==> src/dlae_pkg.sv <==
// ----------------------------------------------------------------------------
// dlae_pkg: shared types and constants of the dual looping ADSR envelope
// Level and time formats, stored state entry layout, register indexes and
// segment codes.
// ----------------------------------------------------------------------------
package dlae_pkg;

	localparam int LVL_W      = 17;   // Q1.16 level, 65536 = 1.0
	localparam int TIME_W     = 26;   // Q2.24 seconds, elapsed time
	localparam int DUR_W      = 25;   // Q1.24 seconds, segment duration
	localparam int SP_W       = 24;   // Q0.24 seconds per tick
	localparam int VOICE_W    = 4;
	localparam int GATE_W     = 2;
	localparam int CFG_IDX_W  = 2;
	localparam int CFG_DATA_W = 24;
	localparam int QUOT_W     = 17;   // quotient bits kept before saturation
	localparam int PROD_W     = SP_W + LVL_W;

	localparam logic [LVL_W-1:0]  LEVEL_ONE = 17'h10000;
	localparam logic [TIME_W-1:0] TIME_MAX  = 26'h3FFFFFF;
	localparam logic [SP_W-1:0]   SP_RESET  = 24'd349;

	localparam logic [GATE_W-1:0] GATE_LOW  = 2'd0;
	localparam logic [GATE_W-1:0] GATE_HIGH = 2'd2;

	localparam logic [CFG_IDX_W-1:0] REG_SAMPLE_PERIOD = 2'd0;
	localparam logic [CFG_IDX_W-1:0] REG_LOOP_MODE_A   = 2'd1;
	localparam logic [CFG_IDX_W-1:0] REG_LOOP_MODE_B   = 2'd2;

	localparam logic [1:0] SEG_ATTACK  = 2'd0;
	localparam logic [1:0] SEG_DECAY   = 2'd1;
	localparam logic [1:0] SEG_SUSTAIN = 2'd2;
	localparam logic [1:0] SEG_RELEASE = 2'd3;

	// state of one envelope of one voice
	typedef struct packed {
		logic              rearm;
		logic [LVL_W-1:0]  start;
		logic [TIME_W-1:0] t;
		logic [LVL_W-1:0]  lvl;
	} ent_t;

endpackage

==> src/dual_looping_adsr_envelope.sv <==
// An item for a voice outside VOICE_COUNT skips the envelope steps and goes
// straight to the output state.
// Throughput: one item at a time; each envelope runs a 17-step restoring
// divider on one shared subtractor, skipped when the step is zero or saturates.
// Reset: arst_n clears the sequencer, the registers (sample_period to 349)
// and the per-entry valid bits, so all envelope state reads as zero.
// ----------------------------------------------------------------------------
// dual_looping_adsr_envelope
// Two linear ADSR envelopes per voice sharing one gate, with optional loop
// mode; state kept in a small memory, one shared divider step per cycle.
// ----------------------------------------------------------------------------
module dual_looping_adsr_envelope #(
	parameter int VOICE_COUNT = 16
) (
	input  logic                             clk,
	input  logic                             arst_n,
	input  logic                             cfg_we,
	input  logic [dlae_pkg::CFG_IDX_W-1:0]   cfg_index,
	input  logic [dlae_pkg::CFG_DATA_W-1:0]  cfg_wdata,
	input  logic                             s_axis_tvalid,
	output logic                             s_axis_tready,
	// voice, gate_level, attack_time_a, decay_time_a, sustain_level_a,
	// release_time_a, attack_time_b, decay_time_b, sustain_level_b,
	// release_time_b, zero pad
	input  logic [191:0]                     s_axis_tdata,
	output logic                             m_axis_tvalid,
	input  logic                             m_axis_tready,
	// out_voice, level_a, level_b, zero pad
	output logic [39:0]                      m_axis_tdata
);
	import dlae_pkg::*;

	localparam int ENTRIES = VOICE_COUNT * 2;
	localparam int AW      = (ENTRIES > 2) ? $clog2(ENTRIES) : 1;
	localparam int DEPTH   = 2 ** AW;
	localparam logic [6:0] VC = 7'(VOICE_COUNT);

	localparam logic [3:0] S_IDLE = 4'd0;
	localparam logic [3:0] S_RD   = 4'd1;
	localparam logic [3:0] S_SEG  = 4'd2;
	localparam logic [3:0] S_MUL  = 4'd3;
	localparam logic [3:0] S_CHK  = 4'd4;
	localparam logic [3:0] S_DIV  = 4'd5;
	localparam logic [3:0] S_UPD  = 4'd6;
	localparam logic [3:0] S_OUT  = 4'd7;

	// configuration
	logic [SP_W-1:0] sp_q;
	logic            loop_a_q, loop_b_q;

	always_ff @(posedge clk or negedge arst_n) begin
		if (!arst_n) begin
			sp_q     <= SP_RESET;
			loop_a_q <= 1'b0;
			loop_b_q <= 1'b0;
		end else if (cfg_we) begin
			case (cfg_index)
				REG_SAMPLE_PERIOD: sp_q     <= cfg_wdata[SP_W-1:0];
				REG_LOOP_MODE_A:   loop_a_q <= cfg_wdata[0];
				REG_LOOP_MODE_B:   loop_b_q <= cfg_wdata[0];
				default: ;
			endcase
		end
	end

	// input unpacking
	logic [VOICE_W-1:0] in_voice;
	logic [GATE_W-1:0]  in_gate;
	logic [DUR_W-1:0]   in_att_a, in_dec_a, in_rel_a, in_att_b, in_dec_b, in_rel_b;
	logic [LVL_W-1:0]   in_sus_a, in_sus_b;

	assign in_voice = s_axis_tdata[3:0];
	assign in_gate  = s_axis_tdata[5:4];
	assign in_att_a = s_axis_tdata[30:6];
	assign in_dec_a = s_axis_tdata[55:31];
	assign in_sus_a = s_axis_tdata[72:56];
	assign in_rel_a = s_axis_tdata[97:73];
	assign in_att_b = s_axis_tdata[122:98];
	assign in_dec_b = s_axis_tdata[147:123];
	assign in_sus_b = s_axis_tdata[164:148];
	assign in_rel_b = s_axis_tdata[189:165];

	// sequencer and item registers
	logic [3:0]         state_q;
	logic               e_q;
	logic [VOICE_W-1:0] voice_q;
	logic               high_q, low_q;
	logic [DUR_W-1:0]   att_a_q, dec_a_q, rel_a_q, att_b_q, dec_b_q, rel_b_q;
	logic [LVL_W-1:0]   sus_a_q, sus_b_q;
	logic [LVL_W-1:0]   lvl_a_q, lvl_b_q;
	logic               in_range;
	logic               in_xfer;

	assign s_axis_tready = (state_q == S_IDLE);
	assign in_xfer       = s_axis_tvalid && s_axis_tready;
	assign in_range      = {3'b000, in_voice} < VC;

	// active envelope settings
	logic [DUR_W-1:0] att_e, dec_e, rel_e;
	logic [LVL_W-1:0] sus_e;
	logic             loop_e;

	assign att_e  = e_q ? att_b_q : att_a_q;
	assign dec_e  = e_q ? dec_b_q : dec_a_q;
	assign rel_e  = e_q ? rel_b_q : rel_a_q;
	assign sus_e  = e_q ? sus_b_q : sus_a_q;
	assign loop_e = e_q ? loop_b_q : loop_a_q;

	// state memory with per-entry valid bits
	ent_t             mem [DEPTH];
	logic [DEPTH-1:0] vld_q;
	ent_t             rd_q;
	logic             rd_vld_q;
	logic [AW-1:0]    addr;
	logic             mem_we;
	ent_t             wr_ent;

	assign addr   = AW'({voice_q, e_q});
	assign mem_we = (state_q == S_UPD);

	always_ff @(posedge clk) begin
		if (mem_we) begin
			mem[addr] <= wr_ent;
		end
		rd_q <= mem[addr];
	end

	always_ff @(posedge clk or negedge arst_n) begin
		if (!arst_n) begin
			vld_q    <= '0;
			rd_vld_q <= 1'b0;
		end else begin
			if (mem_we) begin
				vld_q[addr] <= 1'b1;
			end
			rd_vld_q <= vld_q[addr];
		end
	end

	// segment selection on the fetched entry
	ent_t              cur;
	logic              trig;
	logic [TIME_W-1:0] t0;
	logic [LVL_W-1:0]  start0;
	logic              rearm0;
	logic [TIME_W-1:0] ad;
	logic [1:0]        seg0;
	logic [LVL_W-1:0]  span0;
	logic [DUR_W-1:0]  dur0;

	always_comb begin
		cur    = rd_vld_q ? rd_q : '0;
		trig   = high_q && cur.rearm;
		t0     = trig ? '0 : cur.t;
		start0 = trig ? cur.lvl : cur.start;
		rearm0 = high_q ? 1'b0 : (low_q ? 1'b1 : cur.rearm);
		ad     = {1'b0, att_e} + {1'b0, dec_e};
		if (!high_q) begin
			seg0 = SEG_RELEASE;
		end else if (t0 <= {1'b0, att_e}) begin
			seg0 = SEG_ATTACK;
		end else if (t0 <= ad) begin
			seg0 = SEG_DECAY;
		end else begin
			seg0 = loop_e ? SEG_RELEASE : SEG_SUSTAIN;
		end
		case (seg0)
			SEG_ATTACK: begin
				span0 = LEVEL_ONE - start0;
				dur0  = att_e;
			end
			SEG_DECAY: begin
				span0 = LEVEL_ONE - sus_e;
				dur0  = dec_e;
			end
			SEG_RELEASE: begin
				span0 = cur.lvl;
				dur0  = rel_e;
			end
			default: begin
				span0 = '0;
				dur0  = '0;
			end
		endcase
	end

	logic [1:0]        seg_q;
	logic [TIME_W-1:0] t_q;
	logic [LVL_W-1:0]  start_q, lvl_q, span_q;
	logic              rearm_q;
	logic [DUR_W-1:0]  dur_q;
	logic [PROD_W-1:0] p_q;
	logic [DUR_W-1:0]  rem_q;
	logic [QUOT_W-1:0] lo_q, quot_q;
	logic [4:0]        cnt_q;
	logic              sat_q, zero_q;

	// shared divider step
	logic [DUR_W:0]   trial;
	logic             ge;
	logic [DUR_W-1:0] rem_nxt;
	logic             p_ovf;

	assign trial   = {rem_q, lo_q[QUOT_W-1]};
	assign ge      = trial >= {1'b0, dur_q};
	assign rem_nxt = ge ? DUR_W'(trial - {1'b0, dur_q}) : trial[DUR_W-1:0];
	assign p_ovf   = {1'b0, p_q[PROD_W-1:QUOT_W]} >= dur_q;

	// level and elapsed-time update
	logic [QUOT_W:0]   mag;
	logic [QUOT_W+1:0] up_sum;
	logic [LVL_W-1:0]  lvl_n;
	logic [TIME_W:0]   adr, tsum, tn;
	logic [TIME_W-1:0] t_n;
	logic              down;

	always_comb begin
		down = (seg_q != SEG_ATTACK);
		if (zero_q) begin
			mag = '0;
		end else if (sat_q) begin
			mag = 18'h20000;
		end else begin
			mag = {1'b0, quot_q} + {17'd0, down && (rem_q != '0)};
		end
		up_sum = {2'b00, lvl_q} + {1'b0, mag};
		case (seg_q)
			SEG_ATTACK:  lvl_n = (up_sum > {2'b00, LEVEL_ONE}) ? LEVEL_ONE : up_sum[LVL_W-1:0];
			SEG_SUSTAIN: lvl_n = sus_e;
			default:     lvl_n = ({1'b0, lvl_q} >= mag) ? LVL_W'({1'b0, lvl_q} - mag) : '0;
		endcase

		adr  = {2'b00, att_e} + {2'b00, dec_e} + {2'b00, rel_e};
		tsum = {1'b0, t_q} + {3'b000, sp_q};
		if (!loop_e) begin
			tn = (seg_q != SEG_SUSTAIN) ? tsum : {1'b0, t_q};
		end else if (({1'b0, t_q} >= adr) && !high_q) begin
			tn = '0;
		end else begin
			tn = (tsum >= adr) ? '0 : tsum;
		end
		t_n = (tn > {1'b0, TIME_MAX}) ? TIME_MAX : tn[TIME_W-1:0];

		wr_ent.rearm = rearm_q;
		wr_ent.start = start_q;
		wr_ent.t     = t_n;
		wr_ent.lvl   = lvl_n;
	end

	// datapath registers
	always_ff @(posedge clk) begin
		if (in_xfer) begin
			voice_q <= in_voice;
			high_q  <= (in_gate == GATE_HIGH);
			low_q   <= (in_gate == GATE_LOW);
			att_a_q <= in_att_a;
			dec_a_q <= in_dec_a;
			rel_a_q <= in_rel_a;
			att_b_q <= in_att_b;
			dec_b_q <= in_dec_b;
			rel_b_q <= in_rel_b;
			sus_a_q <= (in_sus_a > LEVEL_ONE) ? LEVEL_ONE : in_sus_a;
			sus_b_q <= (in_sus_b > LEVEL_ONE) ? LEVEL_ONE : in_sus_b;
			lvl_a_q <= '0;
			lvl_b_q <= '0;
		end
		case (state_q)
			S_SEG: begin
				seg_q   <= seg0;
				t_q     <= t0;
				start_q <= start0;
				rearm_q <= rearm0;
				lvl_q   <= cur.lvl;
				span_q  <= span0;
				dur_q   <= dur0;
			end
			S_MUL: begin
				p_q <= span_q * sp_q;
			end
			S_CHK: begin
				zero_q <= (span_q == '0);
				sat_q  <= (dur_q == '0) || p_ovf;
				rem_q  <= {1'b0, p_q[PROD_W-1:QUOT_W]};
				lo_q   <= p_q[QUOT_W-1:0];
				quot_q <= '0;
			end
			S_DIV: begin
				rem_q  <= rem_nxt;
				lo_q   <= {lo_q[QUOT_W-2:0], 1'b0};
				quot_q <= {quot_q[QUOT_W-2:0], ge};
			end
			S_UPD: begin
				if (e_q) begin
					lvl_b_q <= lvl_n;
				end else begin
					lvl_a_q <= lvl_n;
				end
			end
			default: ;
		endcase
	end

	// sequencer
	always_ff @(posedge clk or negedge arst_n) begin
		if (!arst_n) begin
			state_q <= S_IDLE;
			e_q     <= 1'b0;
			cnt_q   <= '0;
		end else begin
			case (state_q)
				S_IDLE: begin
					if (in_xfer) begin
						e_q     <= 1'b0;
						state_q <= in_range ? S_RD : S_OUT;
					end
				end
				S_RD:  state_q <= S_SEG;
				S_SEG: state_q <= S_MUL;
				S_MUL: state_q <= S_CHK;
				S_CHK: begin
					cnt_q <= '0;
					if ((span_q == '0) || (dur_q == '0) || p_ovf) begin
						state_q <= S_UPD;
					end else begin
						state_q <= S_DIV;
					end
				end
				S_DIV: begin
					cnt_q <= cnt_q + 5'd1;
					if (cnt_q == 5'(QUOT_W - 1)) begin
						state_q <= S_UPD;
					end
				end
				S_UPD: begin
					if (!e_q) begin
						e_q     <= 1'b1;
						state_q <= S_RD;
					end else begin
						state_q <= S_OUT;
					end
				end
				S_OUT: begin
					if (!m_axis_tvalid || m_axis_tready) begin
						state_q <= S_IDLE;
					end
				end
				default: state_q <= S_IDLE;
			endcase
		end
	end

	// output register
	logic out_load;

	assign out_load = (state_q == S_OUT) && (!m_axis_tvalid || m_axis_tready);

	always_ff @(posedge clk or negedge arst_n) begin
		if (!arst_n) begin
			m_axis_tvalid <= 1'b0;
		end else if (out_load) begin
			m_axis_tvalid <= 1'b1;
		end else if (m_axis_tready) begin
			m_axis_tvalid <= 1'b0;
		end
	end

	always_ff @(posedge clk) begin
		if (out_load) begin
			m_axis_tdata <= {2'b00, lvl_b_q, lvl_a_q, voice_q};
		end
	end

	// checks
	a_level_range: assert property (@(posedge clk) disable iff (!arst_n)
		m_axis_tvalid |-> (m_axis_tdata[20:4] <= LEVEL_ONE) && (m_axis_tdata[37:21] <= LEVEL_ONE))
		else $error("envelope level above one");

	a_write_in_range: assert property (@(posedge clk) disable iff (!arst_n)
		mem_we |-> ({3'b000, voice_q} < VC))
		else $error("state write for a voice out of range");

	a_div_count: assert property (@(posedge clk) disable iff (!arst_n)
		(state_q == S_DIV) |-> (cnt_q < 5'(QUOT_W)))
		else $error("divider ran past its step count");

	a_busy_after_xfer: assert property (@(posedge clk) disable iff (!arst_n)
		(s_axis_tvalid && s_axis_tready) |=> !s_axis_tready)
		else $error("new transfer taken while an item is in work");

endmodule

==> config.mk <==
export PLATFORM = sky130hd
export DESIGN_NAME = dual_looping_adsr_envelope
export DESIGN_NICKNAME = d
export VERILOG_FILES = /design/src/dlae_pkg.sv /design/src/dual_looping_adsr_envelope.sv
export SDC_FILE = /design/constraint.sdc
export NUM_CORES = 2
export LEC_CHECK = 0
export BUFFER_PORTS_ARGS = -buffer_cell sky130_fd_sc_hd__buf_4
export CAP_MARGIN = 15
export CORE_MARGIN = 2
export CORE_UTILIZATION = 28
export DETAILED_ROUTE_END_ITERATION = 10
export HOLD_SLACK_MARGIN = 0.05
export PLACE_DENSITY = 0.39
export SYNTH_ARGS = -nofsm -noshare
export SYNTH_HDL_FRONTEND = slang
export SYNTH_SLANG_ARGS = --single-unit
==> constraint.sdc <==
create_clock -name clk -period 8.59 [get_ports clk]
set_clock_uncertainty 0.15 [all_clocks]
set_input_delay 0.4295 -clock clk [delete_from_list [all_inputs] [get_ports clk]]
set_output_delay 0.4295 -clock clk [all_outputs]
set_load 0.05 [all_outputs]
* After elaboration in Yosys (flattened, before gate mapping)
Memory sizes are Yosys's and may differ from the RTL's. A register that Yosys moved wholly into a read port is not among the register bits.
Cells that the tools add are included.
** Word-level totals
- Memory bits (writable) :: 1952
- Memories kept :: 1
- Register bits :: 539
- Word-level logic and storage cells :: 162
- Output and inout bits :: 42
- Input bits :: 223
** Operators by class
- Multiply operators :: 1
- Order comparisons :: 13
- Add/sub/neg operators :: 11
- Reduce and logical (&&, ||, !) cells :: 29
- Bitwise logic cells :: 1
- Muxes and demuxes :: 52
- Eq/ne operators :: 18
** Memories
- mem :: words 32, width 61, read ports 1, clocked after memory_dff 1, wr ports 1, line dual_looping_adsr_envelope.sv:110 : ent_t mem [DEPTH];
** Operator list (count)
- two-way mux 17 bit :: 10
- two-way mux 27 bit :: 4
- one-hot mux 17 bit (2 select lines) :: 3
- two-way mux 25 bit :: 4
- one-hot mux 25 bit (3 select lines) :: 1
- two-way mux 61 bit :: 1
- adder 25 x 25 -> 26 bit :: 2
- two-way mux 26 bit :: 2
- one-hot mux 17 bit (3 select lines) :: 1
- one-hot mux 25 bit (2 select lines) :: 1
- multiplier 17 x 24 -> 41 bit :: 1
- two-way mux 18 bit :: 2
- > comparator 17 bit, second input constant :: 2
- subtractor 17 bit, first input constant :: 2
- bitwise OR 32 bit :: 1
- one-hot mux 4 bit (8 select lines) :: 1
- adder 26 x 24 -> 27 bit :: 1
- adder 26 x 25 -> 27 bit :: 1
- >= comparator 26 x 27 -> 1 bit :: 1
- >= comparator 27 bit :: 1
- > comparator 27 x 26 -> 1 bit, second input constant :: 1
- >= comparator 26 x 25 -> 1 bit :: 1
- less-or-equal comparator 26 x 25 -> 1 bit :: 1
- less-or-equal comparator 26 bit :: 1
- other kinds (37) :: 79

* Depth between registers and ports, before layout
- Depth in word-level cells :: 11
- Mapped depth :: 39
- Depth with buffers taken out :: 32

* Least setup slack after synthesis
No wires, ideal clock.
- Path type :: reg2reg
- Start point :: reg e_q
- End point :: mem mem[0][41] in the netlist's numbering (data pin)
- Cell stages (with the launch flop) :: 34
- Arrival time :: 8.566 ns
- Period minus slack after synthesis :: 9.195 ns
- Library setup time :: 0.478 ns
- Path buffers :: 7
- Required time :: 7.962 ns
- Setup slack :: -0.605 ns
- Cells stage by stage :: dfrtp_1 clkbuf_1 buf_2 clkbuf_1 buf_2 clkbuf_1 clkbuf_1 mux2i_1 fa_1 inv_1 ha_1 nand2_1 nand2_1 or3_1 o311a_1 a31oi_1 nor2b_1 o21ai_0 nand2_1 a21oi_1 o21ba_2 xnor2_1 ha_1 nor2b_1 o21ai_0 o31ai_1 nor2_1 o41ai_1 maj3_1 maj3_1 o2111ai_1 o31ai_2 buf_2 a221oi_1
** Between the ends
- Word-level cells in the longest chain between the ends :: 9
- Elaborated cells between the ends (all ways) :: 14
- Those cells by class :: 2 x add/sub; 3 x order compare; 8 x mux; 1 x reduce/logical
** Ends and longest elaborated chain
- from (decl) :: line dual_looping_adsr_envelope.sv:85 : logic e_q;
- from (signal assigned) :: line dual_looping_adsr_envelope.sv:307 : e_q <= 1'b0;
- from (signal assigned) :: line dual_looping_adsr_envelope.sv:313 : e_q <= 1'b0;
- from (signal assigned) :: line dual_looping_adsr_envelope.sv:336 : e_q <= 1'b1;
- two-way mux 25 bit, on equally long branches :: line dual_looping_adsr_envelope.sv:103, dual_looping_adsr_envelope.sv:104
- adder 25 x 25 -> 26 bit :: line dual_looping_adsr_envelope.sv:233 : adr = {2'b00, att_e} + {2'b00, dec_e} + {2'b00, rel_e};
- adder 26 x 25 -> 27 bit :: line dual_looping_adsr_envelope.sv:233
- >= comparator 27 bit or >= comparator 26 x 27 -> 1 bit (tied branches) :: line dual_looping_adsr_envelope.sv:240, dual_looping_adsr_envelope.sv:237
- two-way mux 27 bit or logical AND 1 bit (tied branches) :: line dual_looping_adsr_envelope.sv:240, dual_looping_adsr_envelope.sv:237
- two-way mux 27 bit :: line dual_looping_adsr_envelope.sv:237 : end else if (({1'b0, t_q} >= adr) && !high_q) begin
- two-way mux 27 bit * :: line dual_looping_adsr_envelope.sv:235 : if (!loop_e) begin
- > comparator 27 x 26 -> 1 bit :: line dual_looping_adsr_envelope.sv:242 : t_n = (tn > {1'b0, TIME_MAX}) ? TIME_MAX : tn[TIME_W-1:0];
- two-way mux 26 bit * :: line dual_looping_adsr_envelope.sv:242
- net t_n[24] :: line dual_looping_adsr_envelope.sv:214 : logic [TIME_W-1:0] t_n;
- to (decl) :: line dual_looping_adsr_envelope.sv:110
The timed path passes the listed nets; every way through them passes the cells marked *.

* Final worst setup path
- Start point :: reg e_q
- End point :: mem mem[15][21] in the netlist's numbering (data pin)
The elaborated chain is that of the path after synthesis.

==> summary.md <==
| Metric | Value |
|---|---|
| Initial antenna violation count | `23` |
| Min cycle time layout | `8.02 ns` |
| Worst reg2reg startpoint | `e_q$_DFFE_PN0P_` |
| Gr ovfl total | `0` |
| Share of the synthesized area in the top cell type | `60.1%` |
| Final WL | `413000 um` |
| Row count | `239` |
| Fmax achieved | `0.125 GHz` |
| EDFF count, synth | `2387` |
| Vias after detailed routing | `70237` |
| Area of the multi-input gates | `41100 um2` |
| Crit Path Max Fanout | `25` |
| Final Net Count | `9282` |
| Fin Setup TNS | `0 ns` |
| Reg2reg end | `mem[15][21]$_DFFE_PP_` |
| Cell taking the most area after synthesis | `edfxtp_1` |
| Core Util, Final | `33.7%` |
| Share of cells above drive strength 1 | `19.5%` |
| CORE AREA | `424000 um2` |
| Max_slew headroom | `21.8%` |
| Final Hold Fails | `0` |
| Initial DRT Pass Iterations | `6` |
| Period utilization | `93.3%` |
| CP Class | `reg2reg` |
| Top cells by area, synth | `edfxtp_1 60%, mux4_2 9.4%, fa_1 6.0%` |
| Starting DRT DRC Count | `6136` |
| #FFs+latches synth | `2551` |
| R2R cell count | `27` |
| Mean post-synth cell area | `15.8 um2` |
| Unrepaired setup endpoints after global routing | `no` |
| Max clock buf depth | `4` |
| Async S/R FF share, synth | `2.70%` |
| Synth warnings | `0` |
| Final setup viols | `0` |
| GRT Overall Usage | `18.8%` |
| Startpoint Class | `flip-flop` |
| Placed Area | `130000 um2` |
| Slew @ Worst Pin | `1.17 ns` |
| Synthesized area | `119000 um2` |
| Hold_ws | `0.0963 ns` |
| Wire per inst | `29.0 um` |
| Max-slew violations | `0` |
| Detailed-route DRC error count | `0` |
| Status | `completed` |
| Register area share after synthesis | `63.2%` |
| Crit path from | `e_q$_DFFE_PN0P_` |
| Synth Flop Type | `edfxtp_1` |
| Chip width | `657 um` |
| Fillers | `40863` |
| Cells after Synth | `7526` |
| CTS H-tree lvls | `5` |
| Vias in the first global route | `73530` |
| Register area | `75300 um2` |
| Via density | `4.93` |
| I/O Buffers | `260` |
| Synth top cells by count | `2387 x edfxtp_1, 575 x inv_1, 501 x nand2_1, 496 x mux4_2, 376 x ha_1` |
| DP HPWL | `252000 um` |
| Post-detailed-route count of antenna-violating nets | `0` |
| Total of max-cap violations | `0` |
| Cts bufs inserted | `305` |
| CTS tree | `yes` |
| Worst reg2reg setup slack | `0.57 ns` |
| Critical Path Sink Type | `flip-flop` |
| First-pass GRT wire length | `577000 um` |
| Cell variety after synth | `95` |
| WP data required | `9.17 ns` |
| Finished Cell Area | `143000 um2` |
| Sink Count | `2551` |
| Chip height | `657 um` |
| Hold Path Class | `in2async` |
| Ports | `265` |
| Routability cong. | `0.833` |
| Most common cell in the netlist | `edfxtp_1` |
| Starting Density | `28.1%` |
| Area grow syn2layout | `19.9%` |
| Clk root buf | `clkbuf_16` |
| Largest net degree at the start of global routing | `144` |
| Worst skew pair latency | `0.97 ns` |
| DIE AREA | `431000 um2` |
| Clock transition at path regs | `0.06 ns` |
| Crit path DAT | `8.60 ns` |
[how the worst max path moves through the flow]
stage	end	depth (start not counted)	slack [ns]
6_report	mem[15][21]$_DFFE_PP_	27	0.57
5_1_grt	span_q[14]$_DFFE_PP_	32	0.006
4_1_cts	span_q[14]$_DFFE_PP_	35	0.39
3_5_place_dp	span_q[14]$_DFFE_PP_	35	0.42
3_3_place_gp	span_q[16]$_DFFE_PP_	35	-0.13
2_1_floorplan	mem[0][41]$_DFFE_PP_	32	-0.48
[flip-flops by register name, indices dropped and copies added, names as in the netlist, 24 cells and up]
signal        flops
rel_a_q          25
dur_q            25
m_axis_tdata     38
mem            1952
att_b_q          25
att_a_q          25
rd_q             61
rel_b_q          25
sp_q             24
vld_q            32
dec_b_q          25
p_q              41
t_q              26
rem_q            25
dec_a_q          25
[worst max-delay path: stages (launching register included)]
cell and delay [ns]:
dfrtp_4 0.62, buf_12 0.23, mux2_2 0.46, fa_1 0.59, ha_1 0.17, inv_1 0.05, fa_1 0.40, inv_1 0.07
a21o_1 0.17, a211oi_1 0.14, o211ai_1 0.34, nand2_1 0.15, o21ai_0 0.21, a21oi_1 0.11, xor2_1 0.18, ha_1 0.24
or4_1 0.40, a21oi_1 0.14, o21ai_0 0.11, a21oi_1 0.26, o41ai_1 0.20, maj3_1 0.38, maj3_1 0.38, o2111ai_1 0.31
o31ai_4 0.16, buf_12 0.24, a221oi_2 0.65, buf_4 0.31
[area by class of cell]
type,instances,share of cell area (%)
multi-input combinational,4058,28.8
clock inverter,155,1.17
timing repair buffer,831,5.10
inverter,576,1.52
sequential,2551,52.7
antenna,6,0.0105
tap,5663,4.96
clock buffer,400,5.78
[cell families (layout without fill, tap and decap cells)]
family | count (synthesis) | after routing | share of synthesized area [%]
mux | 630 | 630 | 10.5
simple gates | 1507 | 1507 | 6.26
buf+inv | 918 | 1962 | 2.90
compound gates | 1011 | 1011 | 5.86
fa+ha+maj | 738 | 738 | 10.0
xor+xnor | 170 | 170 | 1.25
other cells | 1 | 8 | 0.00315
flops | 2551 | 2551 | 63.2
[placed cells by master, fill, tap and decap left out, types with 25 or more instances in the layout]
master,instances
xnor2_1,97
dlygate4sd3_1,286
nand2b_1,47
o21ai_0,146
o221ai_1,33
and3_1,36
a21o_1,81
nor2_4,35
nor2_1,198
mux4_2,496
mux2i_1,97
mux2_2,35
xor2_1,73
nand3_1,99
or3_1,27
clkinv_2,47
nand4_1,103
nor2b_1,66
o21bai_1,26
o21a_1,27
clkinv_1,49
a21oi_1,195
clkbuf_16,310
nand2_1,500
nor4_1,31
or2_2,43
inv_1,573
ha_1,376
dfrtp_1,60
nor3_1,66
clkbuf_1,74
edfxtp_1,2387
a22oi_1,254
buf_12,25
dfxtp_1,95
fa_1,360
and2_1,209
buf_4,517
[what timing repair did]
action,CTS,global route
hold endpoints to repair,252,0
resized for setup,0,5
setup endpoints to repair,0,374
setup buffers,0,1
hold buffers,287,0
[layer usage]
layer / global-route usage (%) / part of all wire [%] / up-vias / routed length (um)
met5: 0 / 0.011 / - / 45
met4: 3.88 / 2.2 / 6 / 8960
met3: 2.47 / 4.4 / 442 / 18200
met2: 32.5 / 50 / 1730 / 206000
met1: 25.3 / 44 / 37726 / 180000
li1: - / - / 30333 / -
[through the flow]
step                      std cells  worst slack [ns]
final                         14240             0.574
after CTS                     14232             0.392
after detailed placement      13390             0.417
after global placement        13388            -0.131
after global routing          14235           0.00557
after floorplan                7527            -0.478
Power is not shown: default switching activity piles up to over one toggle a cycle in this logic, so the estimate is an artifact.
